===== src/hdl/assert_macros.svh =====
// ------------------------------------------------------------------------
// assertion macros
// clocked property checks with an active-low reset guard
// ------------------------------------------------------------------------
`ifndef ASSERT_MACROS_SVH
`define ASSERT_MACROS_SVH

// property must hold at every rising edge outside reset
`define ASSERT_CLK(label, clk, rst_n, prop, msg) \
    label: assert property (@(posedge clk) disable iff (!rst_n) (prop)) \
        else $error(msg);

// expression must never be true outside reset
`define ASSERT_NEVER(label, clk, rst_n, expr, msg) \
    label: assert property (@(posedge clk) disable iff (!rst_n) !(expr)) \
        else $error(msg);

`endif


===== src/hdl/ubx_fp_pkg.sv =====
// ------------------------------------------------------------------------
// ubx_fp_pkg
// shared types and register codes of the ubx frame parser
// ------------------------------------------------------------------------
package ubx_fp_pkg;

    localparam int unsigned CFG_IDX_W = 3;

    // configuration register indexes
    localparam logic [CFG_IDX_W-1:0] CFG_CAPTURE_CLASS       = 3'd0;
    localparam logic [CFG_IDX_W-1:0] CFG_FIRST_CAPTURE_ID    = 3'd1;
    localparam logic [CFG_IDX_W-1:0] CFG_SECOND_CAPTURE_ID   = 3'd2;
    localparam logic [CFG_IDX_W-1:0] CFG_FIRST_CAPTURE_SIZE  = 3'd3;
    localparam logic [CFG_IDX_W-1:0] CFG_SECOND_CAPTURE_SIZE = 3'd4;

    // reset values
    localparam logic [7:0]  RST_CAPTURE_CLASS       = 8'd1;
    localparam logic [7:0]  RST_FIRST_CAPTURE_ID    = 8'd7;
    localparam logic [7:0]  RST_SECOND_CAPTURE_ID   = 8'd54;
    localparam logic [15:0] RST_FIRST_CAPTURE_SIZE  = 16'd92;
    localparam logic [15:0] RST_SECOND_CAPTURE_SIZE = 16'd64;

    typedef struct packed {
        logic [7:0]  capture_class;
        logic [7:0]  first_capture_id;
        logic [7:0]  second_capture_id;
        logic [15:0] first_capture_size;
        logic [15:0] second_capture_size;
    } t_cfg;

    typedef struct packed {
        logic        write_valid;
        logic        write_target;
        logic [15:0] write_offset;
        logic [7:0]  write_data;
        logic        frame_done;
        logic        frame_good;
        logic        commit;
        logic        commit_target;
        logic [7:0]  frame_class;
        logic [7:0]  frame_id;
    } t_result;

endpackage


===== src/hdl/ubx_fp_cfg.sv =====
// ------------------------------------------------------------------------
// ubx_fp_cfg
// capture configuration registers, written through the config channel
// ------------------------------------------------------------------------
module ubx_fp_cfg (
    input  logic                             i_clk,
    input  logic                             i_rst_n,
    input  logic                             i_wr_en,
    input  logic [ubx_fp_pkg::CFG_IDX_W-1:0] i_wr_index,
    input  logic [15:0]                      i_wr_data,
    output ubx_fp_pkg::t_cfg                 o_cfg
);

    ubx_fp_pkg::t_cfg r_cfg;
    ubx_fp_pkg::t_cfg n_cfg;

    always_comb begin
        n_cfg = r_cfg;
        if (i_wr_en) begin
            unique case (i_wr_index)
                ubx_fp_pkg::CFG_CAPTURE_CLASS:       n_cfg.capture_class       = i_wr_data[7:0];
                ubx_fp_pkg::CFG_FIRST_CAPTURE_ID:    n_cfg.first_capture_id    = i_wr_data[7:0];
                ubx_fp_pkg::CFG_SECOND_CAPTURE_ID:   n_cfg.second_capture_id   = i_wr_data[7:0];
                ubx_fp_pkg::CFG_FIRST_CAPTURE_SIZE:  n_cfg.first_capture_size  = i_wr_data;
                ubx_fp_pkg::CFG_SECOND_CAPTURE_SIZE: n_cfg.second_capture_size = i_wr_data;
                default: ;
            endcase
        end
    end

    always_ff @(posedge i_clk) begin
        if (!i_rst_n) begin
            r_cfg.capture_class       <= ubx_fp_pkg::RST_CAPTURE_CLASS;
            r_cfg.first_capture_id    <= ubx_fp_pkg::RST_FIRST_CAPTURE_ID;
            r_cfg.second_capture_id   <= ubx_fp_pkg::RST_SECOND_CAPTURE_ID;
            r_cfg.first_capture_size  <= ubx_fp_pkg::RST_FIRST_CAPTURE_SIZE;
            r_cfg.second_capture_size <= ubx_fp_pkg::RST_SECOND_CAPTURE_SIZE;
        end else begin
            r_cfg <= n_cfg;
        end
    end

    assign o_cfg = r_cfg;

endmodule


===== src/hdl/ubx_fp_parser.sv =====
// ------------------------------------------------------------------------
// ubx_fp_parser
// frame state, fletcher-8 sums and per-byte result decode
// ------------------------------------------------------------------------
`include "assert_macros.svh"

module ubx_fp_parser (
    input  logic                i_clk,
    input  logic                i_rst_n,
    input  logic                i_en,
    input  logic [7:0]          i_byte,
    input  ubx_fp_pkg::t_cfg    i_cfg,
    output ubx_fp_pkg::t_result o_res
);

    localparam logic [7:0] SYNC_FIRST  = 8'hB5;
    localparam logic [7:0] SYNC_SECOND = 8'h62;

    typedef enum logic [2:0] {
        PH_HEADER   = 3'b001,
        PH_PAYLOAD  = 3'b010,
        PH_CHECKSUM = 3'b100
    } t_phase;

    t_phase      r_phase,    n_phase;
    logic [16:0] r_position, n_position;
    logic [7:0]  r_sum_a,    n_sum_a;
    logic [7:0]  r_sum_b,    n_sum_b;
    logic [7:0]  r_rx_sum_a, n_rx_sum_a;
    logic [7:0]  r_class,    n_class;
    logic [7:0]  r_id,       n_id;
    logic [15:0] r_length,   n_length;

    ubx_fp_pkg::t_result res;

    logic [7:0]  acc_a;
    logic [7:0]  acc_b;
    logic [16:0] pos_inc;
    logic [16:0] frame_end;
    logic [15:0] offset;
    logic        class_hit;
    logic        hit_first;
    logic        hit_second;
    logic        good;

    assign acc_a      = r_sum_a + i_byte;
    assign acc_b      = r_sum_b + acc_a;
    assign pos_inc    = r_position + 17'd1;
    assign frame_end  = {1'b0, r_length} + 17'd6;
    assign offset     = r_position[15:0] - 16'd6;
    assign class_hit  = (r_class == i_cfg.capture_class);
    // first id wins when both ids are the same
    assign hit_first  = class_hit && (r_id == i_cfg.first_capture_id);
    assign hit_second = class_hit && !hit_first && (r_id == i_cfg.second_capture_id);
    assign good       = (r_rx_sum_a == r_sum_a) && (i_byte == r_sum_b);

    always_comb begin
        n_phase    = r_phase;
        n_position = r_position;
        n_sum_a    = r_sum_a;
        n_sum_b    = r_sum_b;
        n_rx_sum_a = r_rx_sum_a;
        n_class    = r_class;
        n_id       = r_id;
        n_length   = r_length;
        res        = '0;

        unique case (r_phase)
            PH_HEADER: begin
                unique case (r_position)
                    17'd0: n_position = (i_byte == SYNC_FIRST) ? 17'd1 : 17'd0;
                    17'd1: begin
                        if (i_byte == SYNC_SECOND) begin
                            n_position = 17'd2;
                        end else begin
                            n_position = (i_byte == SYNC_FIRST) ? 17'd1 : 17'd0;
                        end
                    end
                    17'd2: begin
                        n_sum_a    = acc_a;
                        n_sum_b    = acc_b;
                        n_class    = i_byte;
                        n_position = 17'd3;
                    end
                    17'd3: begin
                        n_sum_a    = acc_a;
                        n_sum_b    = acc_b;
                        n_id       = i_byte;
                        n_position = 17'd4;
                    end
                    17'd4: begin
                        n_sum_a    = acc_a;
                        n_sum_b    = acc_b;
                        n_length   = {8'd0, i_byte};
                        n_position = 17'd5;
                    end
                    17'd5: begin
                        n_sum_a    = acc_a;
                        n_sum_b    = acc_b;
                        n_length   = {i_byte, r_length[7:0]};
                        n_position = 17'd6;
                        // empty payload goes straight to the checksum
                        n_phase    = ({i_byte, r_length[7:0]} == 16'd0) ? PH_CHECKSUM
                                                                          : PH_PAYLOAD;
                    end
                    default: begin
                        n_phase    = PH_HEADER;
                        n_position = '0;
                        n_sum_a    = '0;
                        n_sum_b    = '0;
                    end
                endcase
            end
            PH_PAYLOAD: begin
                n_sum_a    = acc_a;
                n_sum_b    = acc_b;
                n_position = pos_inc;
                if (pos_inc >= frame_end) begin
                    n_phase = PH_CHECKSUM;
                end
                if (hit_first && (offset < i_cfg.first_capture_size)) begin
                    res.write_valid  = 1'b1;
                    res.write_target = 1'b0;
                    res.write_offset = offset;
                    res.write_data   = i_byte;
                end else if (hit_second && (offset < i_cfg.second_capture_size)) begin
                    res.write_valid  = 1'b1;
                    res.write_target = 1'b1;
                    res.write_offset = offset;
                    res.write_data   = i_byte;
                end
            end
            PH_CHECKSUM: begin
                if (r_position == frame_end) begin
                    n_rx_sum_a = i_byte;
                    n_position = pos_inc;
                end else begin
                    res.frame_done    = 1'b1;
                    res.frame_good    = good;
                    res.commit        = good && (hit_first || hit_second);
                    res.commit_target = good && hit_second;
                    n_phase           = PH_HEADER;
                    n_position        = '0;
                    n_sum_a           = '0;
                    n_sum_b           = '0;
                end
            end
            default: begin
                n_phase    = PH_HEADER;
                n_position = '0;
                n_sum_a    = '0;
                n_sum_b    = '0;
            end
        endcase

        res.frame_class = n_class;
        res.frame_id    = n_id;
    end

    always_ff @(posedge i_clk) begin
        if (!i_rst_n) begin
            r_phase    <= PH_HEADER;
            r_position <= '0;
            r_sum_a    <= '0;
            r_sum_b    <= '0;
            r_rx_sum_a <= '0;
            r_class    <= '0;
            r_id       <= '0;
            r_length   <= '0;
        end else if (i_en) begin
            r_phase    <= n_phase;
            r_position <= n_position;
            r_sum_a    <= n_sum_a;
            r_sum_b    <= n_sum_b;
            r_rx_sum_a <= n_rx_sum_a;
            r_class    <= n_class;
            r_id       <= n_id;
            r_length   <= n_length;
        end
    end

    assign o_res = res;

    `ASSERT_NEVER(a_write_and_done, i_clk, i_rst_n, res.write_valid && res.frame_done, "payload write on a checksum word")
    `ASSERT_CLK(a_commit_needs_good, i_clk, i_rst_n, res.commit |-> (res.frame_done && res.frame_good), "commit without a good frame")
    `ASSERT_CLK(a_done_restarts, i_clk, i_rst_n, (i_en && res.frame_done) |=> (r_phase == PH_HEADER && r_position == 17'd0 && r_sum_a == 8'd0 && r_sum_b == 8'd0), "hunt not restarted after frame end")
    `ASSERT_CLK(a_payload_in_range, i_clk, i_rst_n, (r_phase == PH_PAYLOAD) |-> (r_position >= 17'd6 && r_position < frame_end), "payload position outside frame")

endmodule


===== src/hdl/ubx_frame_parser_core.sv =====
// ------------------------------------------------------------------------
// ubx_frame_parser_core
// ubx frame parser with fletcher-8 check and payload capture
// ------------------------------------------------------------------------
// Takes one received byte per cycle while the master side accepts results
// and gives exactly one result word per byte on the master side, through
// one input register and one result register around the single-pass
// parser logic. The input side stays ready while a finished result waits,
// until both registers are full.
// Capture registers are written on the cfg channel, which is always ready;
// write them only while no byte is in flight. Result flags travel in
// tuser; a payload byte of a captured message appears as write_valid with
// target and offset, and frame_done marks the second checksum byte.
`include "assert_macros.svh"

module ubx_frame_parser_core (
    input  logic                             i_clk,
    input  logic                             i_rst_n,
    // slave stream
    input  logic                             i_s_tvalid,
    output logic                             o_s_tready,
    input  logic [7:0]                       i_s_tdata,   // [7:0] rx_byte
    // master stream
    output logic                             o_m_tvalid,
    input  logic                             i_m_tready,
    // [0] write_target, [16:1] write_offset, [24:17] write_data,
    // [25] frame_good, [26] commit, [27] commit_target,
    // [35:28] frame_class, [43:36] frame_id, [47:44] zero
    output logic [47:0]                      o_m_tdata,
    output logic [1:0]                       o_m_tuser,   // [0] write_valid, [1] frame_done
    // configuration write channel
    input  logic                             i_cfg_valid,
    output logic                             o_cfg_ready,
    input  logic [ubx_fp_pkg::CFG_IDX_W-1:0] i_cfg_index,
    input  logic [15:0]                      i_cfg_data
);

    logic                r_in_valid;
    logic [7:0]          r_in_byte;
    logic                r_out_valid;
    ubx_fp_pkg::t_result r_out;

    ubx_fp_pkg::t_cfg    cfg;
    ubx_fp_pkg::t_result res;
    logic                advance;
    logic                step;

    assign o_cfg_ready = 1'b1;
    assign advance     = !r_out_valid || i_m_tready;
    assign o_s_tready  = !r_in_valid || advance;
    assign step        = r_in_valid && advance;

    ubx_fp_cfg u_cfg (
        .i_clk      (i_clk),
        .i_rst_n    (i_rst_n),
        .i_wr_en    (i_cfg_valid && o_cfg_ready),
        .i_wr_index (i_cfg_index),
        .i_wr_data  (i_cfg_data),
        .o_cfg      (cfg)
    );

    ubx_fp_parser u_parser (
        .i_clk   (i_clk),
        .i_rst_n (i_rst_n),
        .i_en    (step),
        .i_byte  (r_in_byte),
        .i_cfg   (cfg),
        .o_res   (res)
    );

    always_ff @(posedge i_clk) begin
        if (!i_rst_n) begin
            r_in_valid  <= 1'b0;
            r_out_valid <= 1'b0;
        end else begin
            if (o_s_tready) begin
                r_in_valid <= i_s_tvalid;
            end
            if (advance) begin
                r_out_valid <= r_in_valid;
            end
        end
    end

    // payload registers
    always_ff @(posedge i_clk) begin
        if (i_s_tvalid && o_s_tready) begin
            r_in_byte <= i_s_tdata;
        end
        if (step) begin
            r_out <= res;
        end
    end

    assign o_m_tvalid = r_out_valid;
    assign o_m_tuser  = {r_out.frame_done, r_out.write_valid};
    assign o_m_tdata  = {4'd0,
                         r_out.frame_id,
                         r_out.frame_class,
                         r_out.commit_target,
                         r_out.commit,
                         r_out.frame_good,
                         r_out.write_data,
                         r_out.write_offset,
                         r_out.write_target};

    `ASSERT_CLK(a_stall_only_when_full, i_clk, i_rst_n, !o_s_tready |-> (r_in_valid && r_out_valid && !i_m_tready), "input stalled with room in the pipe")
    `ASSERT_CLK(a_word_reaches_output, i_clk, i_rst_n, step |=> o_m_tvalid, "parsed word lost before the output")

endmodule

===== config.mk =====
export PLATFORM = sky130hd
export DESIGN_NAME = ubx_frame_parser_core
export DESIGN_NICKNAME = d
export VERILOG_FILES = /design/src/hdl/ubx_fp_pkg.sv /design/src/hdl/ubx_fp_cfg.sv /design/src/hdl/ubx_fp_parser.sv /design/src/hdl/ubx_frame_parser_core.sv
export VERILOG_INCLUDE_DIRS = /design/src /design/src/hdl
export SDC_FILE = /design/constraint.sdc
export NUM_CORES = 1
export LEC_CHECK = 0
export ABC_AREA = 1
export BUFFER_PORTS_ARGS = -buffer_cell sky130_fd_sc_hd__buf_4
export CORE_UTILIZATION = 55
export CTS_CLUSTER_SIZE = 12
export DETAILED_ROUTE_END_ITERATION = 8
export PLACE_DENSITY_LB_ADDON = 0.3
export SETUP_SLACK_MARGIN = 0.3
export SLEW_MARGIN = 15
export SYNTH_ARGS = -nofsm -noshare
export SYNTH_HDL_FRONTEND = slang
export SYNTH_SLANG_ARGS = --single-unit

===== constraint.sdc =====
create_clock -name i_clk -period 3.5 [get_ports i_clk]
set_input_delay 0.525 -clock i_clk [delete_from_list [all_inputs] [get_ports i_clk]]
set_output_delay 0.525 -clock i_clk [all_outputs]
set_load 0.005 [all_outputs]

==> run summary <==
For this configuration, the core starts out at a cell density of around 56%. The synthesized design contains 54 enable-type register cells. The routed wire length is 29.1 mm. The number of sinks handled by clock tree synthesis is roughly 190. The detailed-route via count came out at approximately 10,000.

The worst slew margin relative to its limit came out at a little under two fifths. The port buffer count is 79. The repair_antennas step left the layout with diodes totalling 0. The die outline area is 20,600 um^2.

Dividing the detail-routed via count by the number of cells gives 5.44. The maximum clock insertion buffer count came out at 2. During synthesis, Yosys emitted a total of 0 warnings. The synthesized area divided by synthesized cell count is 7.62 um^2. The leakage power is approximately 5.8 nW. At the worst endpoint, the arrival time is around 3.6 ns.

The share of the clock period used by the worst path after layout came out at between 90 and 100%. The total area inside the core boundary comes to 19,500 um^2. The global route total overflow is 0.

In this run the remaining antenna-violating nets after routing total 0. After synthesis, the largest family of logic cells by area is simple AND/OR/NAND/NOR gates. STA puts the critical path data required time at 3.83 ns. The fraction of the mapped netlist area in compound gates is 13.5%. In this run the critical register-to-register path is captured at u_parser.r_phase[2]. The cell taking the most area after synthesis is dfxtp_1. The register bit total from synthesis came out at 188. The standard-cell row count is about 50. The count of final hold-check violations is 0. IR analysis of the VDD net gives a maximum drop of 0.351 mV. In the final design database the tool counted between 1,500 and 2,000 nets. The number of standard cells after synthesis came out at 1,442. The global routing usage summed across all routing layers is between 20% and 30%. The transition time of the tightest slew-check pin came out at 0.933 ns.

The root buffer cell is clkbuf_16. STA classifies the critical path endpoint as a flip-flop. The max-capacitance violation count came out at 0. The adder and majority cell fraction of the synthesized area came out at 7.99%.

The register area share after synthesis is between 30 and 40%. The share of layout cells above drive strength 1 came out at 17.4%. After the first detailed-routing iteration, the DRC count stood at 753. The die boundary height is 143 um. The minimum clock period is 3.30 ns. The worst hold slack came out at roughly 0.26 ns. The classification of the worst-slack hold path is primary input to flip-flop. The clock slew seen by the registers of the worst setup and hold paths is approximately 0.07 ns. The length in cells of the worst reg-to-reg path is 17. The worst setup path is of the flip-flop to flip-flop kind. The number of I/O pins came out at 85.

The number of global-route vias before repair came out at between 9,000 and 10,000. The multiplexer fraction of the synthesized cell area came out at 0%. Across the routed clock network, the largest skew measured is roughly 0.009 ns. Yosys attributes the largest share of cell area to dfxtp_1, edfxtp_1, nand2_1, ha_1, inv_1. CTS built an H-tree with a depth of 4. The die is around 140 um wide. The total power per unit cell area came out at 359 nW/um^2.

In this run the most critical hold path is launched from i_s_tdata[0]. The flow ran to the end, and the final reports show no timing, DRC or antenna violations. The area added between synthesis and finish is 16.9%. The hold path endpoint is r_in_byte[0].

The peak clock frequency supported by timing is 303 MHz. The final design utilization is 65.8%. The critical path launch point type is a flip-flop. The clock insertion delay at the later pin of the skew report is 0.44 ns. Summing all multi-input logic gate instances after layout gives 5870 um^2. Before antenna repair, the detailed router went through 5 iterations. The share of synthesized registers carrying an async set or reset is 0%. The remaining routing DRC violations came out at 0. The sequential cell area came out at approximately 4300 um^2.

The area fraction in and, or, nand and nor cells after synthesis is around a quarter. Counting instances, the worst hold path has a depth of 1. Fill cells in the final layout number 1,695. The final RePlAce weighted congestion is 0.972. The total negative slack came out at 0 ns.

The final-report max-slew violation count came out at 0. The wire length of the first global-routing pass came out at roughly 46 mm. The xor and xnor fraction of the mapped netlist area came out at 5.34%. Counting the buffers created by CTS gives 17. The detailed-placement wirelength estimate came out at 20.9 mm. Entering global routing, the biggest net connects 81 pins. The largest fanout on the critical path came out at 6. In the synthesized netlist the dominant register cell turns out to be dfxtp_1. The register-to-register setup slack came out at 0.20 ns.

The worst register-to-register path begins at u_parser.r_position[1]. The number of antenna violations at the first check in global routing is 0. The TritonCTS clock tree is built. After detailed routing, the average wire length per cell comes to approximately 16 um.

The mapped netlist covers 11,000 um^2. The area share of the largest cell type after synthesis came out at 24.4%. The count of cell types in the netlist came out at 50.

The total of endpoints with negative setup slack in the final report is 0. Setup repair after global routing could not meet its margin everywhere.
-- layout make-up --
class	count	share of cell area, %
Clock buffer	22	3.62
Clock inverter	10	0.818
Inverter	205	6.02
Tap cell	265	2.58
Timing Repair Buffer	133	7.77
Sequential cell	188	33.6
Multi-Input combinational cell	998	45.6
-- registers in the layout, indices dropped and copies added, names as in the netlist --
register / cells
u_cfg.o_cfg: 56
o_m_tdata: 44
u_parser.r_position: 17
u_parser.r_length: 16
r_in_byte: 8
u_parser.r_class: 8
u_parser.r_id: 8
u_parser.r_rx_sum_a: 8
u_parser.r_sum_a: 8
u_parser.r_sum_b: 8
u_parser.r_phase: 3
o_m_tuser: 2
o_m_tvalid: 1
r_in_valid: 1
-- worst max-delay path, stage by stage, from the launching register on --
cell       delay (ns)
dfxtp_4          0.40
ha_4             0.15
nand3_4          0.09
nor3_4           0.14
nand2_1          0.10
nor4_2           0.19
nand3_1          0.15
nor2_1           0.16
nand3_1          0.10
xor2_1           0.18
ha_1             0.34
nand4_1          0.16
nor3_2           0.18
nand3_1          0.11
o2111ai_2        0.21
nand4_1          0.25
nor3_1           0.24
nor2_1           0.05
-- kinds of logic after synthesis --
family          Yosys count
compound gates          270
fa+ha+maj                69
flops                   188
xor+xnor                 67
simple gates            587
other cells               2
buf+inv                 259
-- metal layers --
layer | wire [um] | track usage [%]
met5 | 0 | 0
met1 | 12400 | 37.2
met3 | 1860 | 4.97
met2 | 13800 | 48.9
met4 | 1020 | 12.2
-- layout by cell type (no fill, tap or decap), types with 9 or more instances in the layout --
master     count
nand3_2        9
xnor2_1       14
nand2_2       23
ha_1          62
nor2_4         9
and2_1        11
a21oi_2       12
inv_1        194
a21oi_1      112
o21ai_0      105
nand4_1       27
nand2_1      225
a211oi_1       9
xor2_1        48
clkbuf_16     18
dfxtp_1      129
buf_4        133
nor2_1       157
edfxtp_1      54
nor3_1        25
nand3_1       58
nor4_1        10
-- cell usage after synthesis, types with 3 or more instances --
| cell type | count |
|---|---|
| a211oi_1 | 9 |
| a21o_1 | 4 |
| a21oi_1 | 114 |
| a21oi_2 | 10 |
| a31oi_1 | 4 |
| and2_1 | 11 |
| and3_1 | 3 |
| buf_2 | 11 |
| buf_4 | 7 |
| clkbuf_1 | 33 |
| dfxtp_1 | 134 |
| edfxtp_1 | 54 |
| ha_1 | 67 |
| inv_1 | 197 |
| inv_2 | 7 |
| nand2_1 | 226 |
| nand2_2 | 22 |
| nand3_1 | 61 |
| nand3_2 | 7 |
| nand4_1 | 27 |
| nor2_1 | 160 |
| nor2_2 | 6 |
| nor2_4 | 8 |
| nor3_1 | 29 |
| nor4_1 | 10 |
| o2111ai_1 | 4 |
| o211ai_1 | 5 |
| o21ai_0 | 108 |
| o21ai_1 | 4 |
| or2_2 | 8 |
| xnor2_1 | 15 |
| xor2_1 | 52 |
-- stage by stage --
step                      setup slack (ns)  area (um^2)  instances  power (mW)
after floorplan                      0.346        11000       1445        2.59
after global routing               0.00188        12900       1821        4.76
after CTS                            0.159        12600       1815        4.63
final                                0.204        12900       1821        4.62
after detailed placement           -0.0225        12000       1772        2.74
after global placement               0.114        12000       1772        2.73
-- worst max-delay path by stage --
stage / from / endpoint / slack, ns / cells after the start
floorplan: u_parser.r_position[0] / u_parser.r_phase[2] / 0.35 / 17
global route: u_parser.r_position[3] / o_m_tdata[16] / 0.002 / 17
finish: u_parser.r_position[1] / u_parser.r_phase[2] / 0.20 / 17
global placement: u_parser.r_position[1] / u_parser.r_phase[2] / 0.11 / 18
detailed placement: u_parser.r_position[1] / u_parser.r_phase[0] / -0.02 / 18
CTS: u_parser.r_position[1] / u_parser.r_phase[2] / 0.16 / 17
-- timing repair --
action,in CTS,in global routing
resized for setup,13,31
hold buffers,0,0
pin swaps,6,7
setup buffers,11,6
setup endpoints to repair,19,29
-- report_power, final --
part | internal, mW | switching, mW
logic | 0.141 | 0.215
clock network | 1.04 | 0.879
registers | 2.30 | 0.0421
(Power assumes the default switching activity.)
